`config.mk`:
```
export PLATFORM = sky130hd
export DESIGN_NAME = arb_mac
export DESIGN_NICKNAME = d
export VERILOG_FILES = /design/src/hw/rtl/arb_pkg.sv /design/src/hw/rtl/arb_mac.sv
export SDC_FILE = /design/constraint.sdc
export NUM_CORES = 2
export LEC_CHECK = 0
export BUFFER_PORTS_ARGS = -buffer_cell sky130_fd_sc_hd__clkbuf_2
export CORE_UTILIZATION = 48
export CTS_BUF_LIST = sky130_fd_sc_hd__clkbuf_2 sky130_fd_sc_hd__clkbuf_4 sky130_fd_sc_hd__clkbuf_8
export CTS_CLUSTER_SIZE = 16
export DETAILED_ROUTE_END_ITERATION = 7
export PLACE_DENSITY_LB_ADDON = 0.15
export SLEW_MARGIN = 20
export SYNTH_ARGS = -nofsm -noshare
export SYNTH_HDL_FRONTEND = slang
export SYNTH_SLANG_ARGS = --single-unit
```
`constraint.sdc`:
```
create_clock -name clk -period 16 [get_ports clk]
set_input_delay 4 -clock clk [delete_from_list [all_inputs] [get_ports clk]]
set_output_delay 4 -clock clk [all_outputs]
set_load 0.02 [all_outputs]
```
`src/hw/rtl/arb_pkg.sv`:
```
// ----------------------------------------------------------------------------
// arb_pkg
// Shared types and codes for the affine raster bilinear sampler.
// ----------------------------------------------------------------------------
package arb_pkg;

    // request kinds (tuser on the input side)
    localparam logic [1:0] CMD_LOAD     = 2'd0;
    localparam logic [1:0] CMD_BILINEAR = 2'd2;

    // result status (tuser on the output side)
    localparam logic [1:0] ST_OK    = 2'd0;
    localparam logic [1:0] ST_DEGEN = 2'd1;
    localparam logic [1:0] ST_OOB   = 2'd2;

    // configuration register indexes
    localparam logic [2:0] REG_ORIGIN_X    = 3'd0;
    localparam logic [2:0] REG_ORIGIN_Y    = 3'd1;
    localparam logic [2:0] REG_CELL_WIDTH  = 3'd2;
    localparam logic [2:0] REG_CELL_HEIGHT = 3'd3;
    localparam logic [2:0] REG_SKEW_ROW    = 3'd4;
    localparam logic [2:0] REG_SKEW_COL    = 3'd5;
    localparam logic [2:0] REG_RASTER_DIMS = 3'd6;
    localparam logic [2:0] REG_NODATA_WORD = 3'd7;

    localparam int COORD_W = 48;   // Q24.24 coordinates and coefficients
    localparam int DELTA_W = 49;   // coordinate minus origin
    localparam int NUM_W   = 100;  // cross-product sums
    localparam int DEN_W   = 96;   // |determinant|
    localparam int QW      = 13;   // integer pixel position
    localparam int FRAC_W  = 16;   // blend fraction
    localparam int WGT_W   = 33;   // blend weight, up to 2^32
    localparam int ELEV_W  = 32;

    typedef enum logic [3:0] {
        S_IDLE,
        S_PREP,
        S_MUL,
        S_NORM,
        S_DIVS,
        S_DIV,
        S_CHK,
        S_WGT,
        S_RD,
        S_DRAIN,
        S_FIN,
        S_OUT
    } arb_state_t;

    // pixel position from one divider
    typedef struct packed {
        logic              inb;
        logic [QW-1:0]     quo;
        logic [QW:0]       near;
        logic [FRAC_W-1:0] frac;
    } arb_loc_t;

    // sequencer controls
    typedef struct packed {
        logic slot_take;
        logic mem_we;
        logic mac_start;
        logic div_start;
        logic mem_re;
        logic out_load;
    } arb_ctl_t;

endpackage

```
`src/hw/rtl/arb_mac.sv`:
```
// ----------------------------------------------------------------------------
// arb_mac
// Computes a0*b0 - a1*b1, one 49x17 partial product a cycle.
// ----------------------------------------------------------------------------
module arb_mac (
    input  logic                                clk,
    input  logic                                rst_n,
    input  logic                                start,
    input  logic signed [arb_pkg::DELTA_W-1:0]  a0,
    input  logic signed [arb_pkg::COORD_W-1:0]  b0,
    input  logic signed [arb_pkg::DELTA_W-1:0]  a1,
    input  logic signed [arb_pkg::COORD_W-1:0]  b1,
    output logic signed [arb_pkg::NUM_W-1:0]    acc,
    output logic                                done
);
    import arb_pkg::*;

    logic [2:0]                busy_cnt_reg;
    logic [2:0]                cnt_reg;
    logic                      busy_reg;
    logic                      done_reg;
    logic signed [NUM_W-1:0]   acc_reg;
    logic signed [NUM_W-1:0]   acc_next;
    logic                      sub_phase;
    logic [1:0]                digit;
    logic signed [DELTA_W-1:0] op_a;
    logic signed [COORD_W-1:0] op_b;
    logic signed [16:0]        dig;
    logic signed [65:0]        pp;
    logic signed [NUM_W-1:0]   pp_ext;
    logic signed [NUM_W-1:0]   pp_sh;

    assign busy_cnt_reg = cnt_reg;
    assign sub_phase    = (busy_cnt_reg >= 3'd3);
    assign digit        = sub_phase ? 2'(busy_cnt_reg - 3'd3) : busy_cnt_reg[1:0];
    assign op_a         = sub_phase ? a1 : a0;
    assign op_b         = sub_phase ? b1 : b0;

    always_comb
    begin
        case (digit)
            2'd0:    dig = $signed({1'b0, op_b[15:0]});
            2'd1:    dig = $signed({1'b0, op_b[31:16]});
            default: dig = $signed({op_b[47], op_b[47:32]});
        endcase
        pp     = op_a * dig;
        pp_ext = NUM_W'(pp);
        case (digit)
            2'd0:    pp_sh = pp_ext;
            2'd1:    pp_sh = pp_ext <<< 16;
            default: pp_sh = pp_ext <<< 32;
        endcase
        acc_next = sub_phase ? acc_reg - pp_sh : acc_reg + pp_sh;
    end

    always_ff @(posedge clk or negedge rst_n)
    begin
        if (!rst_n)
        begin
            busy_reg <= 1'b0;
            done_reg <= 1'b0;
            cnt_reg  <= '0;
        end
        else
        begin
            done_reg <= 1'b0;
            if (start)
            begin
                busy_reg <= 1'b1;
                cnt_reg  <= '0;
            end
            else if (busy_reg)
            begin
                cnt_reg <= cnt_reg + 3'd1;
                if (cnt_reg == 3'd5)
                begin
                    busy_reg <= 1'b0;
                    done_reg <= 1'b1;
                end
            end
        end
    end

    always_ff @(posedge clk)
    begin
        if (start)
            acc_reg <= '0;
        else if (busy_reg)
            acc_reg <= acc_next;
    end

    assign acc  = acc_reg;
    assign done = done_reg;

endmodule

```
==> results_dict.tcl <==
set metrics [dict create \
    grt_max_degree 86 \
    fin_crit_sh 0.967 \
    slew_headroom 0.368 \
    grt-ovfl-total 0 \
    largest_reg_flops 100 \
    htreeDepth 3 \
    drt_pass1_iterations 8 \
    dp_hpwl_um 123000 \
    cp_slowest_stage_delay_ns 0.57 \
    critPathCaptureType "register" \
    root_buffer "clkbuf_8" \
    synth_top_area_share 0.359 \
    min_path_type "reg2reg" \
    syn_area_um2 43300 \
    clock_skew_ns 0.0163 \
    cpMaxStageDelayCell "fa_1" \
    mostFrequentLayoutCells "inv_1 (911), nand2_1 (831), fa_1 (777), nor2_1 (604), buf_4 (319)" \
    ant_nets 0 \
    ys_seq_area_frac 0.0491 \
    synth_top_area_cell "fa_1" \
    clk_path_buf_depth 2 \
    synth_edf_count 0 \
    synth_area_leaders "fa_1 (36%), inv_1 (7.9%), ha_1 (7.3%), nand2_1 (7.2%), nor2_1 (5.3%)" \
    clk-insertion-delay-late_ns 0.43 \
    critical-path-top-delay-family "adder cells" \
    remaining_drc_errors 0 \
    cts.reportedPaths.clkPinSlew_ns 0.12 \
    regArea_um2 2130 \
    crit_buf_inv 12 \
    worstPathRequired_ns 16.36 \
    die-area_um2 91400 \
    finalSetupViolCount 0 \
    rows 109 \
    max_cap_viol_count 0 \
    grt_usage 0.335 \
    wl_met3_um 11600 \
    report.final.hold_viol_count 0 \
    synth_cell_types 102 \
    via_count 40500 \
    drv_slew 0 \
    io_buffers 297 \
    area_growth_syn_to_layout_pct 11.5 \
    multi_input_area_um2 36800 \
    syn-num-nets 6760 \
    fin_util 0.543 \
    pin_count 298 \
    cp.arrival_ns 15.82 \
    netlist_instances 5534 \
    antenna_found_initial 8 \
    syn_area_per_cell_um2 7.82 \
    highest_layer "met5" \
    wl_um 150000 \
    nNetsFinal 7107 \
    layout_commonest_cell "inv_1" \
    synth_ff_type "dfxtp_1" \
    die_y_um 302 \
    dr_wl_met2_um 70800 \
    wl_met1_um 60800 \
    start_util 0.487 \
    setup-tns-final_ns 0 \
    place_congestion 0.979 \
    clock_sinks 105 \
    cts_tree "built" \
    cts-buffers-inserted 9 \
    fillers 8691 \
    grt_pass1_vias 41800 \
    ys_seq_elements 105 \
    path_max_fanout 24 \
    die-width_um 302 \
    fin_crit_ns 15.47 \
    run_status "completed" \
    worst_slew_pin_slew_ns 0.945 \
    drt_iter0_markers 3473 \
    drive_gt1_frac 0.125 \
    critPathLaunchType "input port" \
    criticalPathCategory "in2reg" \
    synth_warnings 0 \
    fmax_mhz 64.7 \
    ys_async_sr_fraction 0.0476 \
    whs_ns 0.499 \
    vias_per_cell 5.74 \
    core-area_um2 88900 \
    grt_pass1_wl_um 236000 \
    wl_per_cell_um 21.2 \
]
==> tightest hold or removal path, delay by kind of cell, from the launching register on <==
kind,cells,cell delay [ns]
simple gates,1,0.08
compound gates,1,0.05
flops,1,0.33
==> cells in the mapped netlist, types with 8 or more instances <==
master,number
or2_2,10
nand4_1,53
a211oi_1,32
o41ai_1,9
fa_1,777
o221ai_1,27
nand2_1,832
o2111ai_1,8
a221oi_1,21
a221o_1,9
mux2i_1,96
inv_1,911
a31oi_1,35
or3_1,18
a31o_2,8
nand3_1,66
buf_1,42
o31ai_1,27
nor3_1,55
nor2_1,606
nor2b_1,26
and4_1,21
and2_1,73
dfxtp_1,100
o21ai_0,165
a21oi_1,263
clkbuf_1,243
a2111oi_0,9
o21bai_1,30
nand2b_1,37
ha_1,252
xnor2_1,146
xor2_1,93
and3_1,21
o21a_1,32
a22oi_1,18
o22ai_1,14
a222oi_1,10
a21o_1,96
a211o_1,13
buf_2,10
nor4_1,26
o211ai_1,28
a22o_1,18
==> metrics by stage <==
| step | setup WS [ns] | std cells | area [um2] |
|---|---|---|---|
| global placement | -0.137 | 7030 | 47900 |
| finish | 0.533 | 7055 | 48300 |
| CTS | 0.232 | 7046 | 48200 |
| detailed placement | -0.166 | 7030 | 47900 |
| floorplan | 0.782 | 5534 | 43300 |
| global route | -0.0431 | 7052 | 48200 |
==> layer usage <==
| metal | up-vias | GRT usage |
|---|---|---|
| li1 | 18500 | - |
| met1 | 20000 | 0.433 |
| met2 | 1677 | 0.563 |
| met3 | 347 | 0.0532 |
| met4 | 10 | 0.125 |
| met5 | - | 0 |
==> final timing paths <==
| path | from | slack, ns | endpoint | cells after the start |
|---|---|---|---|---|
| setup / recovery | b0[21] | 0.53 | acc[87] | 48 |
| hold / removal | acc[0] | 0.50 | acc[0] | 2 |
| setup reg to reg | busy_cnt_reg[0] | 1.63 | acc[87] | 50 |
| hold reg to reg | acc[0] | 0.50 | acc[0] | 2 |
| max in group asynchronous | rst_n | 12.45 | busy_reg | 1 |
| min in group asynchronous | rst_n | 3.38 | busy_cnt_reg[0] | 1 |
==> final cells by class <==
type | instances | share of cell area
clock buffers | 9 | 0.00257
flip-flops and latches | 105 | 0.0442
inverters | 912 | 0.0709
diodes | 4 | 0.000207
repair buffers | 632 | 0.0870
clock inverters | 7 | 0.00176
well taps | 1165 | 0.0302
multi-input cells | 4221 | 0.763
==> cell families (layout without fill, tap and decap cells) <==
logic type      Yosys count  after routing  share of synthesized area
simple gates           1884           1884                      0.190
fa+ha+maj              1029           1029                      0.432
mux                      99             99                     0.0230
xor+xnor                240            240                     0.0487
compound gates          969            969                      0.152
flops                   105            105                     0.0491
other cells               0              4                          0
buf+inv                1208           1560                      0.105
==> repair_timing <==
action	in CTS	in global routing
setup endpoints to repair	0	19
setup buffers	0	4
hold buffers	0	0
resized for setup	0	11
Power is not shown: default switching activity piles up to over one toggle a cycle in this logic, so the estimate is an artifact.
