$ cat src/hw/rtl/arb_pkg.sv
// ----------------------------------------------------------------------------
// arb_pkg
// Shared types and codes for the affine raster bilinear sampler.
// ----------------------------------------------------------------------------
package arb_pkg;

    // request kinds (tuser on the input side)
    localparam logic [1:0] CMD_LOAD     = 2'd0;
    localparam logic [1:0] CMD_BILINEAR = 2'd2;

    // result status (tuser on the output side)
    localparam logic [1:0] ST_OK    = 2'd0;
    localparam logic [1:0] ST_DEGEN = 2'd1;
    localparam logic [1:0] ST_OOB   = 2'd2;

    // configuration register indexes
    localparam logic [2:0] REG_ORIGIN_X    = 3'd0;
    localparam logic [2:0] REG_ORIGIN_Y    = 3'd1;
    localparam logic [2:0] REG_CELL_WIDTH  = 3'd2;
    localparam logic [2:0] REG_CELL_HEIGHT = 3'd3;
    localparam logic [2:0] REG_SKEW_ROW    = 3'd4;
    localparam logic [2:0] REG_SKEW_COL    = 3'd5;
    localparam logic [2:0] REG_RASTER_DIMS = 3'd6;
    localparam logic [2:0] REG_NODATA_WORD = 3'd7;

    localparam int COORD_W = 48;   // Q24.24 coordinates and coefficients
    localparam int DELTA_W = 49;   // coordinate minus origin
    localparam int NUM_W   = 100;  // cross-product sums
    localparam int DEN_W   = 96;   // |determinant|
    localparam int QW      = 13;   // integer pixel position
    localparam int FRAC_W  = 16;   // blend fraction
    localparam int WGT_W   = 33;   // blend weight, up to 2^32
    localparam int ELEV_W  = 32;

    typedef enum logic [3:0] {
        S_IDLE,
        S_PREP,
        S_MUL,
        S_NORM,
        S_DIVS,
        S_DIV,
        S_CHK,
        S_WGT,
        S_RD,
        S_DRAIN,
        S_FIN,
        S_OUT
    } arb_state_t;

    // pixel position from one divider
    typedef struct packed {
        logic              inb;
        logic [QW-1:0]     quo;
        logic [QW:0]       near;
        logic [FRAC_W-1:0] frac;
    } arb_loc_t;

    // sequencer controls
    typedef struct packed {
        logic slot_take;
        logic mem_we;
        logic mac_start;
        logic div_start;
        logic mem_re;
        logic out_load;
    } arb_ctl_t;

endpackage

$ cat src/hw/rtl/arb_div.sv
// ----------------------------------------------------------------------------
// arb_div
// Restoring divider: 13 integer steps then 16 fraction steps, one a cycle.
// ----------------------------------------------------------------------------
module arb_div (
    input  logic                              clk,
    input  logic                              rst_n,
    input  logic                              start,
    input  logic signed [arb_pkg::NUM_W-1:0]  num,
    input  logic [arb_pkg::DEN_W-1:0]         den,
    input  logic [arb_pkg::QW-1:0]            lim,
    output logic                              done,
    output arb_pkg::arb_loc_t                 loc
);
    import arb_pkg::*;

    localparam int REM_W = DEN_W + QW + 3;
    localparam int STEPS = QW + FRAC_W;
    localparam int CNT_W = $clog2(STEPS);

    logic [REM_W-1:0]  rem_reg;
    logic [REM_W-1:0]  rem_next;
    logic [REM_W-1:0]  dsh_reg;
    logic [REM_W-1:0]  den_ext;
    logic [REM_W-1:0]  num_ext;
    logic [REM_W-1:0]  trial;
    logic [REM_W-1:0]  cmpv;
    logic              ge;
    logic              int_phase;
    logic [CNT_W-1:0]  cnt_reg;
    logic              busy_reg;
    logic              done_reg;
    logic              oob_reg;
    logic [QW-1:0]     quo_reg;
    logic [FRAC_W-1:0] frac_reg;

    assign den_ext   = {{(REM_W-DEN_W){1'b0}}, den};
    assign num_ext   = {{(REM_W-NUM_W){1'b0}}, num};
    assign int_phase = (cnt_reg < CNT_W'(QW));

    always_comb
    begin
        trial    = int_phase ? rem_reg : {rem_reg[REM_W-2:0], 1'b0};
        cmpv     = int_phase ? dsh_reg : den_ext;
        ge       = (trial >= cmpv);
        rem_next = ge ? trial - cmpv : trial;
    end

    always_ff @(posedge clk or negedge rst_n)
    begin
        if (!rst_n)
        begin
            busy_reg <= 1'b0;
            done_reg <= 1'b0;
            cnt_reg  <= '0;
        end
        else
        begin
            done_reg <= 1'b0;
            if (start)
            begin
                busy_reg <= 1'b1;
                cnt_reg  <= '0;
            end
            else if (busy_reg)
            begin
                cnt_reg <= cnt_reg + CNT_W'(1);
                if (cnt_reg == CNT_W'(STEPS - 1))
                begin
                    busy_reg <= 1'b0;
                    done_reg <= 1'b1;
                end
            end
        end
    end

    always_ff @(posedge clk)
    begin
        if (start)
        begin
            rem_reg  <= num_ext;
            dsh_reg  <= den_ext << (QW - 1);
            oob_reg  <= num[NUM_W-1] || (num_ext >= (den_ext << QW));
            quo_reg  <= '0;
            frac_reg <= '0;
        end
        else if (busy_reg)
        begin
            rem_reg <= rem_next;
            if (int_phase)
            begin
                quo_reg <= {quo_reg[QW-2:0], ge};
                dsh_reg <= dsh_reg >> 1;
            end
            else
            begin
                frac_reg <= {frac_reg[FRAC_W-2:0], ge};
            end
        end
    end

    // first fraction bit is the round-half-up bit of the nearest pixel
    always_comb
    begin
        loc.inb  = !oob_reg && (quo_reg < lim);
        loc.quo  = quo_reg;
        loc.near = {1'b0, quo_reg} + {{QW{1'b0}}, frac_reg[FRAC_W-1]};
        loc.frac = frac_reg;
    end

    assign done = done_reg;

endmodule

$ cat config.mk
export PLATFORM = sky130hd
export DESIGN_NAME = arb_div
export DESIGN_NICKNAME = d
export VERILOG_FILES = /design/src/hw/rtl/arb_pkg.sv /design/src/hw/rtl/arb_div.sv
export SDC_FILE = /design/constraint.sdc
export NUM_CORES = 1
export LEC_CHECK = 0
export BUFFER_PORTS_ARGS = -buffer_cell sky130_fd_sc_hd__buf_2
export CORE_UTILIZATION = 42
export DETAILED_ROUTE_END_ITERATION = 10
export GPL_ROUTABILITY_DRIVEN = 0
export GPL_TIMING_DRIVEN = 0
export SLEW_MARGIN = 20
export SYNTH_ARGS = -nofsm -noshare
export SYNTH_HDL_FRONTEND = slang
export SYNTH_SLANG_ARGS = --single-unit
$ cat constraint.sdc
create_clock -name clk -period 17.3 [get_ports clk]
set_clock_uncertainty 0.1 [all_clocks]
set_input_delay 3.46 -clock clk [delete_from_list [all_inputs] [get_ports clk]]
set_output_delay 3.46 -clock clk [all_outputs]
set_load 0.05 [all_outputs]
==> results.sh, run 1 <==
export IMPL_cts_path_max_buffers=3
export IMPL_htree_levels=2
export IMPL_tns_ns=0
export IMPL_cts_buffers=34
export IMPL_ys_warn_count=0
export IMPL_crit_start="lim[1]"
export IMPL_cts_setup_buffers=0
export IMPL_avgViaCountPerCell=6.072
export IMPL_hold_class="reg -> reg"
export IMPL_cp_endpoint="loc[43]"
export IMPL_overflow=0
export IMPL_setup_violations=0
export IMPL_vias=24630
export IMPL_startpoint_type="input port"
export IMPL_grt_pass1_vias=23170
export IMPL_placementRows=86
export IMPL_critical_path_slowest_cell="a2111oi_0"
export IMPL_vdd_drop_max_mv=0.1186
export IMPL_dieArea_um2=56950
export IMPL_cp_arrival_ns=5.84
export IMPL_maxSlewHeadroom_pct=14.19
export IMPL_async_flop_share_pct=2.724
export IMPL_synthesis_area_um2=23520
export IMPL_grt_max_degree=72
export IMPL_die_h_um=238.7
export IMPL_drc=0
export IMPL_synth_seq_area_share_pct=30.41
export IMPL_antenna_found_initial=1
export IMPL_rsz0062_at_grt="false"
export IMPL_fin_hold_ws_ns=0.3642
export IMPL_r2r_start="cnt_reg[0]$_DFFE_PN0P_"
export IMPL_syn_area_per_cell_um2=7.875
export IMPL_ant_nets=0
export IMPL_crit_fanout=1
export IMPL_die_x_um=238.7
export IMPL_max_cap_viol_count=0
export IMPL_cp_common_cell="a21oi_1"
export IMPL_largest_reg_flops=112
export IMPL_ys_types=84
export IMPL_timing_rr_end="rem_reg[93]$_DFFE_PP_"
export IMPL_grt_pass1_wl_um=141700
export IMPL_synth_seq_cells=257
export IMPL_status="finished, final reports clean"
export IMPL_power_density_nw_per_um2=183.0
export IMPL_report_final_slew_viol_count=0
export IMPL_period_share_pct=54.32
export IMPL_p_leak_uw=0.01238
export IMPL_dp_hpwl_um=75800
export IMPL_synthMuxAreaShare_pct=5.729
export IMPL_cts_resized=0
export IMPL_max_stage_delay_ns=0.37
export IMPL_cts_sinks=257
export IMPL_place_area_um2=25810
export IMPL_crit_type="in -> out"
export IMPL_routed_wl_um=97240
export IMPL_synth_top_family_by_area="compound AO/OA/AOI/OAI gates"
export IMPL_syn_to_final_growth_pct=14.45
export IMPL_worstPathRequired_ns=13.74
export IMPL_fin_nets=3705
export IMPL_first_iter_violations=2634
export IMPL_synth_fa_ha_area_share_pct=11.31
export IMPL_synthSimpleGateAreaFrac_pct=20.11
export IMPL_wl_per_cell_um=23.98
export IMPL_coreArea_um2=55200
export IMPL_tritoncts="yes"
export IMPL_clock_latency_ns=0.58
export IMPL_ios=257
export IMPL_dr_pass1_iters=7
export IMPL_clk_pin_slew_worst_paths_ns=0.06
export IMPL_holdBufCountCts=0
export IMPL_drive_above_1_share_pct=11.80
export IMPL_io_buffers=256
export IMPL_gr_usage_all_layers_pct=33.21
export IMPL_synth_edf_count=197
export IMPL_hold_viol=0
export IMPL_syn_num_nets=3411
export IMPL_synthFlopType="edfxtp_1"
export IMPL_root_buffer="clkbuf_16"
export IMPL_end_kind="output port"
export IMPL_synth_compound_area_share_pct=23.13
export IMPL_synth_xor_area_share_pct=4.133
export IMPL_clock_fmax_mhz=106.4
export IMPL_reg2regPathDepth=23
export IMPL_fin_area_um2=26920
export IMPL_path_cells="buf_2 -> inv_1 -> ha_1 -> a21o_1 -> a21o_1 -> a21oi_1 -> nor2b_1 -> o21ai_0 -> nand2b_1 -> a21oi_1 -> nor2b_1 -> o21ai_0 -> a21oi_1 -> a2111oi_0 -> buf_2"
export IMPL_worst_pin_slew_ns=1.287
export IMPL_synthesis_instances=2987
export IMPL_start_util_pct=42.61
export IMPL_r2r_slack_ns=8.25
export IMPL_fin_crit_ns=9.397
[metrics by stage]
| step | cells | util, % | power, uW | worst slack, ns |
|---|---|---|---|---|
| 6_report | 4056 | 48.77 | 4927 | 7.903 |
| 4_1_cts | 4054 | 48.76 | 4798 | 7.903 |
| 5_1_grt | 4055 | 48.76 | 5185 | 7.593 |
| 3_3_place_gp | 3991 | 46.63 | 4024 | 7.890 |
| 3_5_place_dp | 3993 | 46.75 | 4059 | 7.931 |
| 2_1_floorplan | 2987 | - | 3131 | 6.463 |
[where the power goes]
part	leakage (uW)	internal, uW	switching [uW]
clock	0.000541	424	306
sequential	0.00263	885	103
combinational	0.00921	1090	2120
total	0.0124	2400	2530
[kinds of logic after synthesis]
| kind of cell | Yosys count |
|---|---|
| XOR/XNOR | 111 |
| AO/OA/AOI/OAI | 864 |
| adder cells (fa/ha/maj) | 212 |
| buffers and inverters | 315 |
| AND/OR/NAND/NOR | 1096 |
| flip-flops | 257 |
| multiplexers | 132 |
[final cells by class]
cell class	count	area, um^2
Buffer	168	670.6
Multi-Input combinational cell	2415	15150
Fill cell	5547	28280
Timing Repair Buffer	258	1336
Clock inverter	18	188.9
Sequential cell	257	7152
Tap cell	748	935.9
Clock buffer	43	919.6
Antenna cell	2	5.005
Inverter	147	561.8
[cell usage in the layout, fill, tap and decap left out, types with 35 or more instances in the layout]
master and count:
nand2_1 687, buf_2 282, a21oi_1 272, o21ai_0 218
ha_1 211, edfxtp_1 197, nor2_1 152, inv_1 144
clkbuf_1 129, mux2i_1 111, xnor2_1 78, nand4_1 75
a21o_1 65, o21a_1 53, dfxtp_1 53, o211ai_1 45
o21bai_1 38, clkbuf_16 35
[critical path, delay by kind of cell]
kind / cells / cell delay [ns]
AOI/OAI and AO/OA: 8 / 1.42
adders and majority gates: 1 / 0.28
buffers and inverters: 3 / 0.44
and+or+nand+nor: 3 / 0.22
[worst min path at each step]
stage                                   start                        end  slack (ns)  cells past startpoint
finish              frac_reg[14]$_SDFFE_PP0P_  frac_reg[15]$_SDFFE_PP0P_        0.36                      2
global route         frac_reg[9]$_SDFFE_PP0P_  frac_reg[10]$_SDFFE_PP0P_        0.38                      2
CTS                 frac_reg[14]$_SDFFE_PP0P_  frac_reg[15]$_SDFFE_PP0P_        0.37                      2
detailed placement   frac_reg[2]$_SDFFE_PP0P_   frac_reg[3]$_SDFFE_PP0P_        0.36                      2
global placement     frac_reg[2]$_SDFFE_PP0P_   frac_reg[3]$_SDFFE_PP0P_        0.35                      2
floorplan             dsh_reg[0]$_SDFFE_PP0P_    dsh_reg[0]$_SDFFE_PP0P_        0.34                      1
[per-layer routing]
layer,routed length (um),GRT usage (%),up-vias,share of wire (%)
met5,103,1.299,-,0.11
met2,42390,51.13,1345,44
li1,-,-,11300,-
met1,40480,44.14,11740,42
met4,4350,14.80,2,4.5
met3,9926,7.540,246,10
[synth_stat cells (all sizes together), types with 23 or more instances]
cell type  instances  area share, %
nor2b             27           0.72
a31oi             23           0.68
a22o              34            1.3
o21ai            228            4.9
mux2i            111            4.7
xor2              33            1.2
buf               40           0.78
nand4             75            2.0
edfxtp           197             25
ha               211             11
dfxtp             53            4.5
o211ai            46            1.5
xnor2             78            2.9
nand2            689             11
o21a              53            1.7
clkbuf           128            2.1
o21bai            39            1.3
nand3             34           0.72
nor3              35           0.77
a21o              65            2.1
a21oi            273            5.8
nor2             152            2.4
inv              146            2.3
Note: power is estimated with default switching activity, not from simulation.
==> run 2: changes to the inputs <==
- clock period: 17.3 -> 7.9 ns (I/O delays scaled with it)
==> results.sh, run 2 (same netlist as run 1, synthesis figures left out) <==
export IMPL_status="finished, final reports clean"
export IMPL_dp_hpwl_um=75800
export IMPL_switchingPower_uw=5535
export IMPL_ant_nets=0
export IMPL_vias=24610
export IMPL_clkPwrFrac_pct=14.8
export IMPL_final_common_cell="nand2_1"
export IMPL_start_util_pct=42.61
export IMPL_placementRows=86
export IMPL_clock_latency_ns=0.59
export IMPL_final_cell_mix="687 x nand2_1, 283 x buf_2, 272 x a21oi_1, 218 x o21ai_0, 211 x ha_1"
export IMPL_end_kind="flip-flop"
export IMPL_register_area_um2=7152
export IMPL_first_iter_violations=2675
export IMPL_p_leak_uw=0.01241
export IMPL_crit_fanout=10
export IMPL_fin_area_um2=26940
export IMPL_worst_pin_slew_ns=1.210
export IMPL_hold_viol=0
export IMPL_cp_common_cell="buf_2"
export IMPL_die_x_um=238.7
export IMPL_fin_cells=4054
export IMPL_vdd_drop_max_mv=0.2658
export IMPL_die_h_um=238.7
export IMPL_fin_crit_ns=7.684
export IMPL_crit_type="reg -> reg"
export IMPL_timing_rr_end="rem_reg[93]$_DFFE_PP_"
export IMPL_cp_arrival_ns=7.90
export IMPL_root_buffer="clkbuf_16"
export IMPL_ios=257
export IMPL_hold_start="frac_reg[14]$_SDFFE_PP0P_"
export IMPL_gr_usage_all_layers_pct=33.21
export IMPL_r2r_start="cnt_reg[1]$_DFFE_PN0P_"
export IMPL_clock_fmax_mhz=130.1
export IMPL_cts_path_max_buffers=3
export IMPL_hold_class="reg -> reg"
export IMPL_fillers=5548
export IMPL_cts_buffers=34
export IMPL_overflow=0
export IMPL_rsz0062_at_grt="false"
export IMPL_report_final_slew_viol_count=0
export IMPL_period_share_pct=97.26
export IMPL_min_to="frac_reg[15]$_SDFFE_PP0P_"
export IMPL_htree_levels=2
export IMPL_grt_pass1_vias=23170
export IMPL_fin_hold_ws_ns=0.3675
export IMPL_coreArea_um2=55200
export IMPL_p_sw_share_pct=51.26
export IMPL_wl_per_cell_um=23.95
export IMPL_max_cap_viol_count=0
export IMPL_combPwrFrac_pct=65.2
export IMPL_worstPathRequired_ns=8.12
export IMPL_fin_nets=3704
export IMPL_dieArea_um2=56950
export IMPL_io_buffers=256
export IMPL_max_stage_delay_ns=0.59
export IMPL_setup_violations=0
export IMPL_dp_cells=3993
export IMPL_cts_setup_buffers=0
export IMPL_multi_input_area_um2=15160
export IMPL_reg2regPathDepth=23
export IMPL_routed_wl_um=97090
export IMPL_place_area_um2=25810
export IMPL_grt_pass1_wl_um=141700
export IMPL_path_cells="o211ai_1 -> nor2b_1 -> clkbuf_1 -> clkbuf_2 -> buf_2 -> clkbuf_2 -> clkdlybuf4s15_2 -> nand2_1 -> nand2_1 -> ha_1 -> inv_1 -> fa_1 -> nand3_1 -> a21oi_2 -> nor3_2 -> o41ai_4 -> a311oi_1 -> o21bai_2 -> o21ai_2 -> buf_2 -> buf_2 -> a2bb2oi_1 -> o211a_1"
export IMPL_syn_to_final_growth_pct=14.54
export IMPL_p_int_uw=5263
export IMPL_maxSlewHeadroom_pct=19.35
export IMPL_holdPathStages=2
export IMPL_dr_pass1_iters=8
export IMPL_drc=0
export IMPL_power_density_nw_per_um2=400.8
export IMPL_drive_above_1_share_pct=12.07
export IMPL_fin_total_pwr_uw=10800
export IMPL_seqPwrFrac_pct=20.1
export IMPL_clk_pin_slew_worst_paths_ns=0.07
export IMPL_grt_max_degree=72
export IMPL_startpoint_type="flip-flop"
export IMPL_cts_sinks=257
export IMPL_cp_top_family="buffers and inverters"
export IMPL_critical_path_slowest_cell="clkdlybuf4s15_2"
export IMPL_tns_ns=0
export IMPL_antenna_found_initial=1
export IMPL_largest_reg_flops=112
export IMPL_avgViaCountPerCell=6.071
export IMPL_path_buf_inv=8
export IMPL_tritoncts="yes"
export IMPL_r2r_slack_ns=0.22
==> run 2: cell count changes in the layout (fill, tap and decap cells not counted), sizes merged <==
cell	previous run	this run
buf	297	294
clkdlybuf4s15	0	2
diode	2	1
==> run 2: how the worst max path moves through the flow <==
| stage | startpoint | end | slack [ns] | depth (start not counted) |
|---|---|---|---|---|
| 3_3_place_gp | cnt_reg[0]$_DFFE_PN0P_ | rem_reg[93]$_DFFE_PP_ | -0.74 | 23 |
| 4_1_cts | cnt_reg[2]$_DFFE_PN0P_ | rem_reg[93]$_DFFE_PP_ | 0.1 | 19 |
| 3_5_place_dp | cnt_reg[0]$_DFFE_PN0P_ | rem_reg[93]$_DFFE_PP_ | -0.76 | 23 |
| 2_1_floorplan | lim[1] | loc[43] | 0.82 | 13 |
| 6_report | cnt_reg[1]$_DFFE_PN0P_ | rem_reg[93]$_DFFE_PP_ | 0.22 | 23 |
| 5_1_grt | cnt_reg[0]$_DFFE_PN0P_ | rem_reg[93]$_DFFE_PP_ | 0.12 | 23 |
==> run 2: power by group through the flow <==
stage / Clock [uW] / Combinational [uW] / Sequential [uW]
after floorplan: 0 / 4750 / 2110
after global placement: 0 / 6640 / 2170
after detailed placement: 0 / 6710 / 2180
after CTS: 1600 / 6760 / 2150
after global routing: 1650 / 7510 / 2200
final: 1600 / 7040 / 2170
==> run 2: per-stage QoR <==
step                      worst slack (ns)  utilization (%)
after floorplan                     0.8229                -
after global placement             -0.7407            46.63
after detailed placement           -0.7616            46.75
after CTS                          0.09503            48.79
after global routing                0.1183            48.81
final                               0.2162            48.81
==> run 2: what timing repair did <==
item / CTS / global route
setup endpoints to repair: 114 / 67
gates resized for setup: 6 / 12
hold buffers: 0 / 0
pin swaps: 0 / 0
==> run 2: area by class of cell <==
type | instances | share of cell area [%]
Multi-Input combinational cell | 2415 | 56.25
Sequential cell | 257 | 26.55
Timing Repair Buffer | 258 | 4.960
Tap cell | 748 | 3.474
Clock buffer | 43 | 3.413
Buffer | 167 | 2.559
Inverter | 147 | 2.085
Clock inverter | 18 | 0.7012
Antenna cell | 1 | 0.009288
==> run 2: per-layer routing <==
metal / share of wire, % / vias to the layer above / global-route usage, %
li1: - / 11310 / -
met1: 41 / 11680 / 44.14
met2: 43 / 1363 / 51.13
met3: 10 / 260 / 7.540
met4: 4.7 / 2 / 14.80
met5: 0.11 / - / 1.299
==> run 2: worst register-to-register path, stage by stage (launching register included) <==
cell	delay (ns)
dfrtp_1	0.43
o211ai_1	0.24
nor2b_1	0.17
clkbuf_1	0.25
clkbuf_2	0.32
buf_2	0.53
clkbuf_2	0.57
clkdlybuf4s15_2	0.60
nand2_1	0.10
nand2_1	0.11
ha_1	0.18
inv_1	0.06
fa_1	0.40
nand3_1	0.14
a21oi_2	0.08
nor3_2	0.34
o41ai_4	0.18
a311oi_1	0.59
o21bai_2	0.17
o21ai_2	0.44
buf_2	0.48
buf_2	0.57
a2bb2oi_1	0.22
o211a_1	0.19
